<file path="src/lpg_pkg.sv">
// ----------------------------------------------------------------------------
// lpg_pkg
// Types, constants and control structs of the line pixel generator.
// ----------------------------------------------------------------------------
package lpg_pkg;

    localparam int COORD_BITS = 6;
    localparam int COLOR_BITS = 24;
    // error term holds up to 4 * max delta
    localparam int ERR_BITS   = COORD_BITS + 3;

    typedef logic [COORD_BITS-1:0] coord_t;
    typedef logic [COLOR_BITS-1:0] color_t;
    typedef logic [ERR_BITS-1:0]   err_t;

    typedef enum logic [2:0] {
        MODE_VERT          = 3'd0,
        MODE_HORIZ         = 3'd1,
        MODE_SHALLOW_UP    = 3'd2,
        MODE_SHALLOW_DOWN  = 3'd3,
        MODE_STEEP_UP      = 3'd4,
        MODE_STEEP_DOWN    = 3'd5
    } walk_mode_t;

    typedef enum logic [1:0] {
        ST_IDLE  = 2'd0,
        ST_SETUP = 2'd1,
        ST_WALK  = 2'd2
    } ctrl_state_t;

    typedef struct packed {
        logic load;
        logic setup;
        logic step;
    } lpg_cmd_t;

    typedef struct packed {
        logic last;
    } lpg_status_t;

endpackage

</file>
<file path="src/lpg_seg_if.sv">
// ----------------------------------------------------------------------------
// lpg_seg_if
// Segment channel: two endpoints and a color, valid/ready handshake.
// ----------------------------------------------------------------------------
interface lpg_seg_if;
    logic            valid;
    logic            ready;
    lpg_pkg::coord_t x_start;
    lpg_pkg::coord_t y_start;
    lpg_pkg::coord_t x_end;
    lpg_pkg::coord_t y_end;
    lpg_pkg::color_t line_color;

    modport source (output valid, x_start, y_start, x_end, y_end, line_color,
                    input ready);
    modport sink   (input valid, x_start, y_start, x_end, y_end, line_color,
                    output ready);
endinterface

</file>
<file path="src/lpg_pix_if.sv">
// ----------------------------------------------------------------------------
// lpg_pix_if
// Pixel channel: one pixel with its color and end-of-segment mark.
// ----------------------------------------------------------------------------
interface lpg_pix_if;
    logic            valid;
    logic            ready;
    lpg_pkg::coord_t pixel_x;
    lpg_pkg::coord_t pixel_y;
    lpg_pkg::color_t pixel_color;
    logic            last_pixel;

    modport source (output valid, pixel_x, pixel_y, pixel_color, last_pixel,
                    input ready);
    modport sink   (input valid, pixel_x, pixel_y, pixel_color, last_pixel,
                    output ready);
endinterface

</file>
<file path="src/lpg_ctrl.sv">
// ----------------------------------------------------------------------------
// lpg_ctrl
// Sequencer: takes a segment, passes a setup state, then walks its pixels.
// ----------------------------------------------------------------------------
module lpg_ctrl
(
    input  logic                 clk,
    input  logic                 rst_n,
    input  logic                 in_valid,
    output logic                 in_ready,
    output logic                 out_valid,
    input  logic                 out_ready,
    input  lpg_pkg::lpg_status_t status,
    output lpg_pkg::lpg_cmd_t    cmd
);

    lpg_pkg::ctrl_state_t state_reg;
    lpg_pkg::ctrl_state_t state_next;
    logic                 in_take;

    always_ff @(posedge clk or negedge rst_n)
    begin
        if (!rst_n)
        begin
            state_reg <= lpg_pkg::ST_IDLE;
        end
        else
        begin
            state_reg <= state_next;
        end
    end

    assign in_take = in_valid && in_ready;

    always_comb
    begin
        state_next = state_reg;
        case (state_reg)
            lpg_pkg::ST_IDLE:
            begin
                if (in_take)
                begin
                    state_next = lpg_pkg::ST_SETUP;
                end
            end
            lpg_pkg::ST_SETUP:
            begin
                state_next = lpg_pkg::ST_WALK;
            end
            lpg_pkg::ST_WALK:
            begin
                if (out_ready && status.last)
                begin
                    state_next = in_take ? lpg_pkg::ST_SETUP : lpg_pkg::ST_IDLE;
                end
            end
            default:
            begin
                state_next = lpg_pkg::ST_IDLE;
            end
        endcase
    end

    always_comb
    begin
        in_ready   = 1'b0;
        out_valid  = 1'b0;
        cmd.setup  = 1'b0;
        cmd.step   = 1'b0;
        case (state_reg)
            lpg_pkg::ST_IDLE:
            begin
                in_ready = 1'b1;
            end
            lpg_pkg::ST_SETUP:
            begin
                cmd.setup = 1'b1;
            end
            lpg_pkg::ST_WALK:
            begin
                out_valid = 1'b1;
                // take the next segment as the final pixel leaves
                in_ready  = out_ready && status.last;
                cmd.step  = out_ready && !status.last;
            end
            default:
            begin
                in_ready = 1'b0;
            end
        endcase
        cmd.load = in_valid && in_ready;
    end

endmodule

</file>
<file path="src/lpg_datapath.sv">
// ----------------------------------------------------------------------------
// lpg_datapath
// Endpoint registers, setup logic and the error-term walker.
// ----------------------------------------------------------------------------
module lpg_datapath
(
    input  logic                 clk,
    input  logic                 rst_n,
    input  lpg_pkg::lpg_cmd_t    cmd,
    input  lpg_pkg::coord_t      x_start,
    input  lpg_pkg::coord_t      y_start,
    input  lpg_pkg::coord_t      x_end,
    input  lpg_pkg::coord_t      y_end,
    input  lpg_pkg::color_t      line_color,
    output lpg_pkg::coord_t      pixel_x,
    output lpg_pkg::coord_t      pixel_y,
    output lpg_pkg::color_t      pixel_color,
    output lpg_pkg::lpg_status_t status
);

    lpg_pkg::coord_t     xs_reg, ys_reg, xe_reg, ye_reg;
    lpg_pkg::color_t     color_reg;
    lpg_pkg::walk_mode_t mode_reg, mode_next;
    lpg_pkg::coord_t     cur_x_reg, cur_x_next;
    lpg_pkg::coord_t     cur_y_reg, cur_y_next;
    lpg_pkg::coord_t     steps_reg, steps_next;
    lpg_pkg::coord_t     major_reg, major_next;
    lpg_pkg::coord_t     minor_reg, minor_next;
    lpg_pkg::err_t       err_reg, err_next;

    // setup terms
    lpg_pkg::coord_t     lx, ly, rx, ry, dx, ady;
    lpg_pkg::walk_mode_t s_mode;
    lpg_pkg::coord_t     s_x, s_y, s_major, s_minor;
    // walk terms
    lpg_pkg::err_t       err_sum, major_x2;
    logic                minor_move;

    always_ff @(posedge clk)
    begin
        if (cmd.load)
        begin
            xs_reg    <= x_start;
            ys_reg    <= y_start;
            xe_reg    <= x_end;
            ye_reg    <= y_end;
            color_reg <= line_color;
        end
    end

    always_ff @(posedge clk or negedge rst_n)
    begin
        if (!rst_n)
        begin
            mode_reg  <= lpg_pkg::MODE_VERT;
            cur_x_reg <= '0;
            cur_y_reg <= '0;
            steps_reg <= '0;
            major_reg <= '0;
            minor_reg <= '0;
            err_reg   <= '0;
        end
        else
        begin
            mode_reg  <= mode_next;
            cur_x_reg <= cur_x_next;
            cur_y_reg <= cur_y_next;
            steps_reg <= steps_next;
            major_reg <= major_next;
            minor_reg <= minor_next;
            err_reg   <= err_next;
        end
    end

    always_comb
    begin
        if (xs_reg < xe_reg)
        begin
            lx = xs_reg;
            ly = ys_reg;
            rx = xe_reg;
            ry = ye_reg;
        end
        else
        begin
            lx = xe_reg;
            ly = ye_reg;
            rx = xs_reg;
            ry = ys_reg;
        end
        dx      = rx - lx;
        ady     = (ry > ly) ? (ry - ly) : (ly - ry);
        s_minor = '0;
        s_x     = lx;
        s_y     = ly;
        if (xs_reg == xe_reg)
        begin
            s_mode  = lpg_pkg::MODE_VERT;
            s_x     = xs_reg;
            s_y     = (ys_reg < ye_reg) ? ys_reg : ye_reg;
            s_major = (ys_reg < ye_reg) ? (ye_reg - ys_reg) : (ys_reg - ye_reg);
        end
        else if (ys_reg == ye_reg)
        begin
            s_mode  = lpg_pkg::MODE_HORIZ;
            s_y     = ys_reg;
            s_major = dx;
        end
        else if (ady <= dx)
        begin
            s_mode  = (ry > ly) ? lpg_pkg::MODE_SHALLOW_UP : lpg_pkg::MODE_SHALLOW_DOWN;
            s_major = dx;
            s_minor = ady;
        end
        else
        begin
            s_mode  = (ry > ly) ? lpg_pkg::MODE_STEEP_UP : lpg_pkg::MODE_STEEP_DOWN;
            s_major = ady;
            s_minor = dx;
        end
    end

    assign major_x2   = {2'b00, major_reg, 1'b0};
    assign err_sum    = err_reg + {2'b00, minor_reg, 1'b0};
    assign minor_move = (err_sum >= major_x2);

    always_comb
    begin
        mode_next  = mode_reg;
        cur_x_next = cur_x_reg;
        cur_y_next = cur_y_reg;
        steps_next = steps_reg;
        major_next = major_reg;
        minor_next = minor_reg;
        err_next   = err_reg;
        if (cmd.setup)
        begin
            mode_next  = s_mode;
            cur_x_next = s_x;
            cur_y_next = s_y;
            steps_next = s_major;
            major_next = s_major;
            minor_next = s_minor;
            // falling shallow lines bias by one so an exact half stays high
            if (s_mode == lpg_pkg::MODE_SHALLOW_DOWN)
            begin
                err_next = {3'b000, s_major} - lpg_pkg::err_t'(1);
            end
            else
            begin
                err_next = {3'b000, s_major};
            end
        end
        else if (cmd.step)
        begin
            steps_next = steps_reg - lpg_pkg::coord_t'(1);
            err_next   = minor_move ? (err_sum - major_x2) : err_sum;
            case (mode_reg)
                lpg_pkg::MODE_HORIZ:
                begin
                    cur_x_next = cur_x_reg + lpg_pkg::coord_t'(1);
                end
                lpg_pkg::MODE_SHALLOW_UP:
                begin
                    cur_x_next = cur_x_reg + lpg_pkg::coord_t'(1);
                    cur_y_next = cur_y_reg + lpg_pkg::coord_t'(minor_move);
                end
                lpg_pkg::MODE_SHALLOW_DOWN:
                begin
                    cur_x_next = cur_x_reg + lpg_pkg::coord_t'(1);
                    cur_y_next = cur_y_reg - lpg_pkg::coord_t'(minor_move);
                end
                lpg_pkg::MODE_STEEP_UP:
                begin
                    cur_y_next = cur_y_reg + lpg_pkg::coord_t'(1);
                    cur_x_next = cur_x_reg + lpg_pkg::coord_t'(minor_move);
                end
                lpg_pkg::MODE_STEEP_DOWN:
                begin
                    cur_y_next = cur_y_reg - lpg_pkg::coord_t'(1);
                    cur_x_next = cur_x_reg + lpg_pkg::coord_t'(minor_move);
                end
                default:
                begin
                    cur_y_next = cur_y_reg + lpg_pkg::coord_t'(1);
                end
            endcase
        end
    end

    assign pixel_x     = cur_x_reg;
    assign pixel_y     = cur_y_reg;
    assign pixel_color = color_reg;
    assign status.last = (steps_reg == '0);

endmodule

</file>
<file path="src/line_pixel_generator.sv">
// ----------------------------------------------------------------------------
// line_pixel_generator
// Line rasterizer: one segment in, its pixels out in order, last one marked.
// ----------------------------------------------------------------------------
//  channel   dir   payload                                       handshake
//  seg       in    x_start, y_start, x_end, y_end, line_color    valid/ready
//  pix       out   pixel_x, pixel_y, pixel_color, last_pixel     valid/ready
//
//  A segment of N pixels (N = longer axis delta + 1, at most 64) takes a setup
//  state, then one pixel per cycle from the walk registers while not stalled.
//  The next segment is taken in the cycle its predecessor's last pixel leaves.
//  A low pix.ready holds the current pixel; seg.ready stays low until then.
//  rst_n clears the sequencer and walk state asynchronously.
// ----------------------------------------------------------------------------
module line_pixel_generator
(
    input  logic       clk,
    input  logic       rst_n,
    lpg_seg_if.sink    seg,
    lpg_pix_if.source  pix
);

    lpg_pkg::lpg_cmd_t    cmd;
    lpg_pkg::lpg_status_t status;

    lpg_ctrl u_ctrl
    (
        .clk       (clk),
        .rst_n     (rst_n),
        .in_valid  (seg.valid),
        .in_ready  (seg.ready),
        .out_valid (pix.valid),
        .out_ready (pix.ready),
        .status    (status),
        .cmd       (cmd)
    );

    lpg_datapath u_datapath
    (
        .clk         (clk),
        .rst_n       (rst_n),
        .cmd         (cmd),
        .x_start     (seg.x_start),
        .y_start     (seg.y_start),
        .x_end       (seg.x_end),
        .y_end       (seg.y_end),
        .line_color  (seg.line_color),
        .pixel_x     (pix.pixel_x),
        .pixel_y     (pix.pixel_y),
        .pixel_color (pix.pixel_color),
        .status      (status)
    );

    assign pix.last_pixel = status.last;

endmodule

</file>
<file path="src/flat_wrapper.sv">
// flat-port wrapper written by rule: the top's interface ports become plain ports
module line_pixel_generator_flat 
  (clk, rst_n, seg_valid, seg_x_start, seg_y_start, seg_x_end, seg_y_end, seg_line_color, seg_ready, pix_valid, pix_pixel_x, pix_pixel_y, pix_pixel_color, pix_last_pixel, pix_ready);
  lpg_seg_if seg_i ();
  lpg_pix_if pix_i ();
  input  logic clk;
  input  logic rst_n;
  input wire logic [$bits(seg_i.valid)-1:0] seg_valid;
  input wire logic [$bits(seg_i.x_start)-1:0] seg_x_start;
  input wire logic [$bits(seg_i.y_start)-1:0] seg_y_start;
  input wire logic [$bits(seg_i.x_end)-1:0] seg_x_end;
  input wire logic [$bits(seg_i.y_end)-1:0] seg_y_end;
  input wire logic [$bits(seg_i.line_color)-1:0] seg_line_color;
  output wire logic [$bits(seg_i.ready)-1:0] seg_ready;
  output wire logic [$bits(pix_i.valid)-1:0] pix_valid;
  output wire logic [$bits(pix_i.pixel_x)-1:0] pix_pixel_x;
  output wire logic [$bits(pix_i.pixel_y)-1:0] pix_pixel_y;
  output wire logic [$bits(pix_i.pixel_color)-1:0] pix_pixel_color;
  output wire logic [$bits(pix_i.last_pixel)-1:0] pix_last_pixel;
  input wire logic [$bits(pix_i.ready)-1:0] pix_ready;
  assign seg_i.valid = seg_valid;
  assign seg_i.x_start = seg_x_start;
  assign seg_i.y_start = seg_y_start;
  assign seg_i.x_end = seg_x_end;
  assign seg_i.y_end = seg_y_end;
  assign seg_i.line_color = seg_line_color;
  assign seg_ready = seg_i.ready;
  assign pix_valid = pix_i.valid;
  assign pix_pixel_x = pix_i.pixel_x;
  assign pix_pixel_y = pix_i.pixel_y;
  assign pix_pixel_color = pix_i.pixel_color;
  assign pix_last_pixel = pix_i.last_pixel;
  assign pix_i.ready = pix_ready;
  line_pixel_generator u_core (.clk(clk), .rst_n(rst_n), .seg(seg_i), .pix(pix_i));
endmodule
</file>
<file path="config.mk">
export PLATFORM = sky130hd
export DESIGN_NAME = line_pixel_generator_flat
export DESIGN_NICKNAME = d
export VERILOG_FILES = /design/src/lpg_pkg.sv /design/src/lpg_seg_if.sv /design/src/lpg_pix_if.sv /design/src/lpg_ctrl.sv /design/src/lpg_datapath.sv /design/src/line_pixel_generator.sv /design/src/flat_wrapper.sv
export SDC_FILE = /design/constraint.sdc
export NUM_CORES = 1
export LEC_CHECK = 0
export ABC_CLOCK_PERIOD_IN_PS = 8300
export BUFFER_PORTS_ARGS = -buffer_cell sky130_fd_sc_hd__buf_2
export CORE_ASPECT_RATIO = 1.5
export CORE_MARGIN = 10
export CORE_UTILIZATION = 55
export DETAILED_ROUTE_END_ITERATION = 8
export HOLD_SLACK_MARGIN = 0.02
export PLACE_DENSITY = 0.87
export SETUP_SLACK_MARGIN = 0.2
export SLEW_MARGIN = 20
export SYNTH_ARGS = -nofsm -noshare
export SYNTH_HDL_FRONTEND = slang
export SYNTH_HIERARCHICAL = 1
export SYNTH_SLANG_ARGS = --single-unit
</file>
<file path="constraint.sdc">
create_clock -name clk -period 8.3 [get_ports clk]
set_input_delay 1.66 -clock clk [delete_from_list [all_inputs] [get_ports clk]]
set_output_delay 1.66 -clock clk [all_outputs]
set_load 0.02 [all_outputs]
</file>
==> out/qor.csv <==
metric,value,unit
fin_ws,1.514,ns
number_of_global_route_vias_before_repair,5750,
max_cap_violations,0,
grtUsageTotal,21.42,%
clk-insertion-delay-late,0.35,ns
detail_route.wirelength.met1,6656,um
wire_per_inst,19.21,um
clk_transition_reported_paths,0.07,ns
layout-drive-gt1-share,17.82,%
die-height,155.0,um
critical-path-top-cell-by-count,sky130_fd_sc_hd__ha_1,
antenna_cells,0,
place_worst_setup_slack,1.665,ns
route.vias.total,5700,
grt_overflow_total,0,
synth_top_cell_area_share,21.59,%
holdCritPathClass,register to register,
finalCriticalPeriod,6.786,ns
max_slew_margin,16.51,%
postLayoutCoreUtil,62.91,%
grt_setup_unrepaired,false,
timing.final.hold_violations,0,
drt_drc_violations_left,0,
antenna_violating_nets_post_route,0,
required,8.50,ns
postCtsSetupBuffers,0,
hold_ws,0.4973,ns
end_kind,register,
yosys.area.top_type,sky130_fd_sc_hd__edfxtp_1,
synth_ff_type,sky130_fd_sc_hd__edfxtp_1,
outcome,"finished, final reports clean",
floorplan.die_area,17040,um2
cts_buf_count,9,
num_rows,49,
avgSynthCellArea,9.581,um2
post-route-period-util,81.76,%
depth_of_the_cts_h_tree,3,
floorplan.initialDensity,55.86,%
timing.final.max_slew_violations,0,
cts.sinks,92,
cell_area_after_synthesis,6678,um2
synth_area_leaders,"sky130_fd_sc_hd__edfxtp_1 (22%), sky130_fd_sc_hd__dfrtp_1 (16%), sky130_fd_sc_hd__ha_1 (9.0%), sky130_fd_sc_hd__mux2i_1 (4.5%), sky130_fd_sc_hd__a21oi_1 (3.9%)",
worstPathMaxFanout,9,
cts.path.max_buffers,2,
crit_type,register to register,
timing.critical_path.slowest_stage_cell,sky130_fd_sc_hd__or4_1,
firstDrtPassIters,5,
drt-total-wl,17920,um
numPortBuffers,90,
drt-vias-per-instance,6.109,
grt_start_max_net_pins,56,
synth-edff-count,48,
largest_reg_flops,24,
cts-root-buf,sky130_fd_sc_hd__clkbuf_16,
nNetsFinal,880,
ys_seq_elements,92,
detail_route.iter0.violations,345,
mappedNetlistNets,802,
cp.arrival,6.98,ns
tritoncts,done,
setup-tns-final,0,ns
synth.yosys.seq_area_share,38.07,%
max_stage_delay,0.58,ns
gp_congestion,0.9800,
post_synthesis_async_set_or_reset_flop_share,47.83,%
post-dp-hpwl,14220,um
cts_repair_resize_count,0,
yosysUniqueCellTypes,73,
measured_slew_at_the_worst_slew_check_pin,1.237,ns
fin_skew,0.007824,ns
ios,91,
initial_antenna_violation_count,0,
die_width,110.0,um
critical_path.cell_chain,ha_1 > and4_4 > o21a_1 > or4_1 > o21a_1 > ha_1 > a21oi_1 > o22a_1 > a21boi_2 > o21ai_2 > mux2_2 > nor3b_1 > xnor2_1 > ha_1 > nand4_1 > mux2i_1 > a21o_1 > nor2_1 > nand2_1 > a311o_1 > o21ai_1 > and3b_1 > o211ai_1 > o311ai_1,
layout_stage_area_growth_over_the_synthesis_result,12.63,%
grt_first_pass_wirelength,28940,um
cts_hold_buffers,0,
core,11960,um2
timing.final.setup_violations,0,
yosysWarnings,6,
detailroute.wirelength.met2,9378,um
dr.max_layer_used,met4,
worst_setup_path_start_kind,register,
routed-wl-met3,1046,um
syn_inst,697,
fmax,147.4,MHz
## kinds of logic after synthesis
family	share of synthesized area, %
buffers and inverters	4.872
and+or+nand+nor	14.88
AOI/OAI and AO/OA	20.57
DFF	38.07
muxes	6.521
adders and majority gates	10.49
xor gates and xnor gates	4.591
## critical path: cells and delay by family, from the launching register on
family	cells	cell delay, ns
flip-flops	1	0.44
XOR/XNOR	1	0.12
AND/OR/NAND/NOR	7	2.15
multiplexers	2	0.50
adder cells (fa/ha/maj)	3	0.98
AO/OA/AOI/OAI	11	2.40
## layer usage
layer / vias up / GRT usage [%]
li1: 2723 / -
met1: 2717 / 22.75
met2: 210 / 37.67
met3: 50 / 5.335
met4: 0 / 10.82
met5: - / 0
## synth_stat cells, types with 5 or more instances
master                      instances
sky130_fd_sc_hd__nor2_1            48
sky130_fd_sc_hd__a21boi_0           7
sky130_fd_sc_hd__clkbuf_1          21
sky130_fd_sc_hd__fa_1               5
sky130_fd_sc_hd__xnor2_1           18
sky130_fd_sc_hd__nand4_1           10
sky130_fd_sc_hd__and3_1             8
sky130_fd_sc_hd__nor3_1            10
sky130_fd_sc_hd__nand2_1           53
sky130_fd_sc_hd__or4_1              5
sky130_fd_sc_hd__mux2_2            12
sky130_fd_sc_hd__nor2b_1           11
sky130_fd_sc_hd__edfxtp_1          48
sky130_fd_sc_hd__dfrtp_1           44
sky130_fd_sc_hd__o2bb2ai_1          5
sky130_fd_sc_hd__inv_1             52
sky130_fd_sc_hd__a22oi_1            5
sky130_fd_sc_hd__mux2i_1           30
sky130_fd_sc_hd__a211oi_1           8
sky130_fd_sc_hd__a21oi_1           52
sky130_fd_sc_hd__xor2_1            17
sky130_fd_sc_hd__a31oi_1            6
sky130_fd_sc_hd__nand3_1           16
sky130_fd_sc_hd__ha_1              48
sky130_fd_sc_hd__o21ai_0           29
sky130_fd_sc_hd__nand2b_1           6
sky130_fd_sc_hd__o211ai_1           9
sky130_fd_sc_hd__a21o_1            22
sky130_fd_sc_hd__o21a_1             8
## placed cells by master (no fill, tap or decap), types with 4 or more instances in the layout
cell type                   Yosys  routed
sky130_fd_sc_hd__mux2i_1       30      30
sky130_fd_sc_hd__mux2_2        12      12
sky130_fd_sc_hd__nor3_1        10      10
sky130_fd_sc_hd__inv_1         52      52
sky130_fd_sc_hd__xor2_1        17      17
sky130_fd_sc_hd__nand2b_1       6       6
sky130_fd_sc_hd__a21o_1        22      22
sky130_fd_sc_hd__nor2_1        48      48
sky130_fd_sc_hd__edfxtp_1      48      48
sky130_fd_sc_hd__o311ai_0       4       4
sky130_fd_sc_hd__o31ai_1        4       4
sky130_fd_sc_hd__dfrtp_1       44      44
sky130_fd_sc_hd__buf_4          2       5
sky130_fd_sc_hd__nand3_1       16      16
sky130_fd_sc_hd__o22ai_1        4       4
sky130_fd_sc_hd__o21a_1         8       8
sky130_fd_sc_hd__nor2b_1       11      11
sky130_fd_sc_hd__and2_1         4       4
sky130_fd_sc_hd__fa_1           5       5
sky130_fd_sc_hd__ha_1          48      48
sky130_fd_sc_hd__a211oi_1       8       8
sky130_fd_sc_hd__o211ai_1       9       9
sky130_fd_sc_hd__nand2_1       53      53
sky130_fd_sc_hd__or4_1          5       5
sky130_fd_sc_hd__clkbuf_16      0       9
sky130_fd_sc_hd__a31oi_1        6       6
sky130_fd_sc_hd__a21oi_1       52      52
sky130_fd_sc_hd__and3_1         8       8
sky130_fd_sc_hd__a22oi_1        5       5
sky130_fd_sc_hd__a21boi_0       7       7
sky130_fd_sc_hd__buf_2          2      90
sky130_fd_sc_hd__o2bb2ai_1      5       5
sky130_fd_sc_hd__o21ai_0       29      29
sky130_fd_sc_hd__xnor2_1       18      18
sky130_fd_sc_hd__nand4_1       10      10
## worst paths after layout
path | start | to | slack, ns | depth (start not counted)
min in group asynchronous | rst_n | u_core/u_datapath/major_reg[3] | 1.46 | 1
min | u_core/u_datapath/major_reg[5] | u_core/u_datapath/major_reg[5] | 0.50 | 1
max in group asynchronous | rst_n | u_core/u_datapath/minor_reg[1] | 6.23 | 1
max reg2reg | u_core/u_datapath/xs_reg[3] | u_core/u_datapath/err_reg[5] | 1.51 | 24
min reg2reg | u_core/u_datapath/major_reg[5] | u_core/u_datapath/major_reg[5] | 0.50 | 1
max | u_core/u_datapath/xs_reg[3] | u_core/u_datapath/err_reg[5] | 1.51 | 24
## final cells by class
class	count	area (um2)
fillers	1017	4434
multi-input cells	525	3815
flip-flops and latches	92	2542
repair buffers	95	488.0
clock buffers	9	225.2
inverters	52	195.2
well taps	153	191.4
clock inverters	7	63.81
## metrics by stage
| stage | cells | cell area [um2] |
|---|---|---|
| 2_1_floorplan | 697 | 6678 |
| 3_3_place_gp | 917 | 7232 |
| 3_5_place_dp | 917 | 7232 |
| 4_1_cts | 933 | 7521 |
| 5_1_grt | 933 | 7521 |
| 6_report | 933 | 7521 |
Power is not shown: default switching activity piles up to over one toggle a cycle in this logic, so the estimate is an artifact.
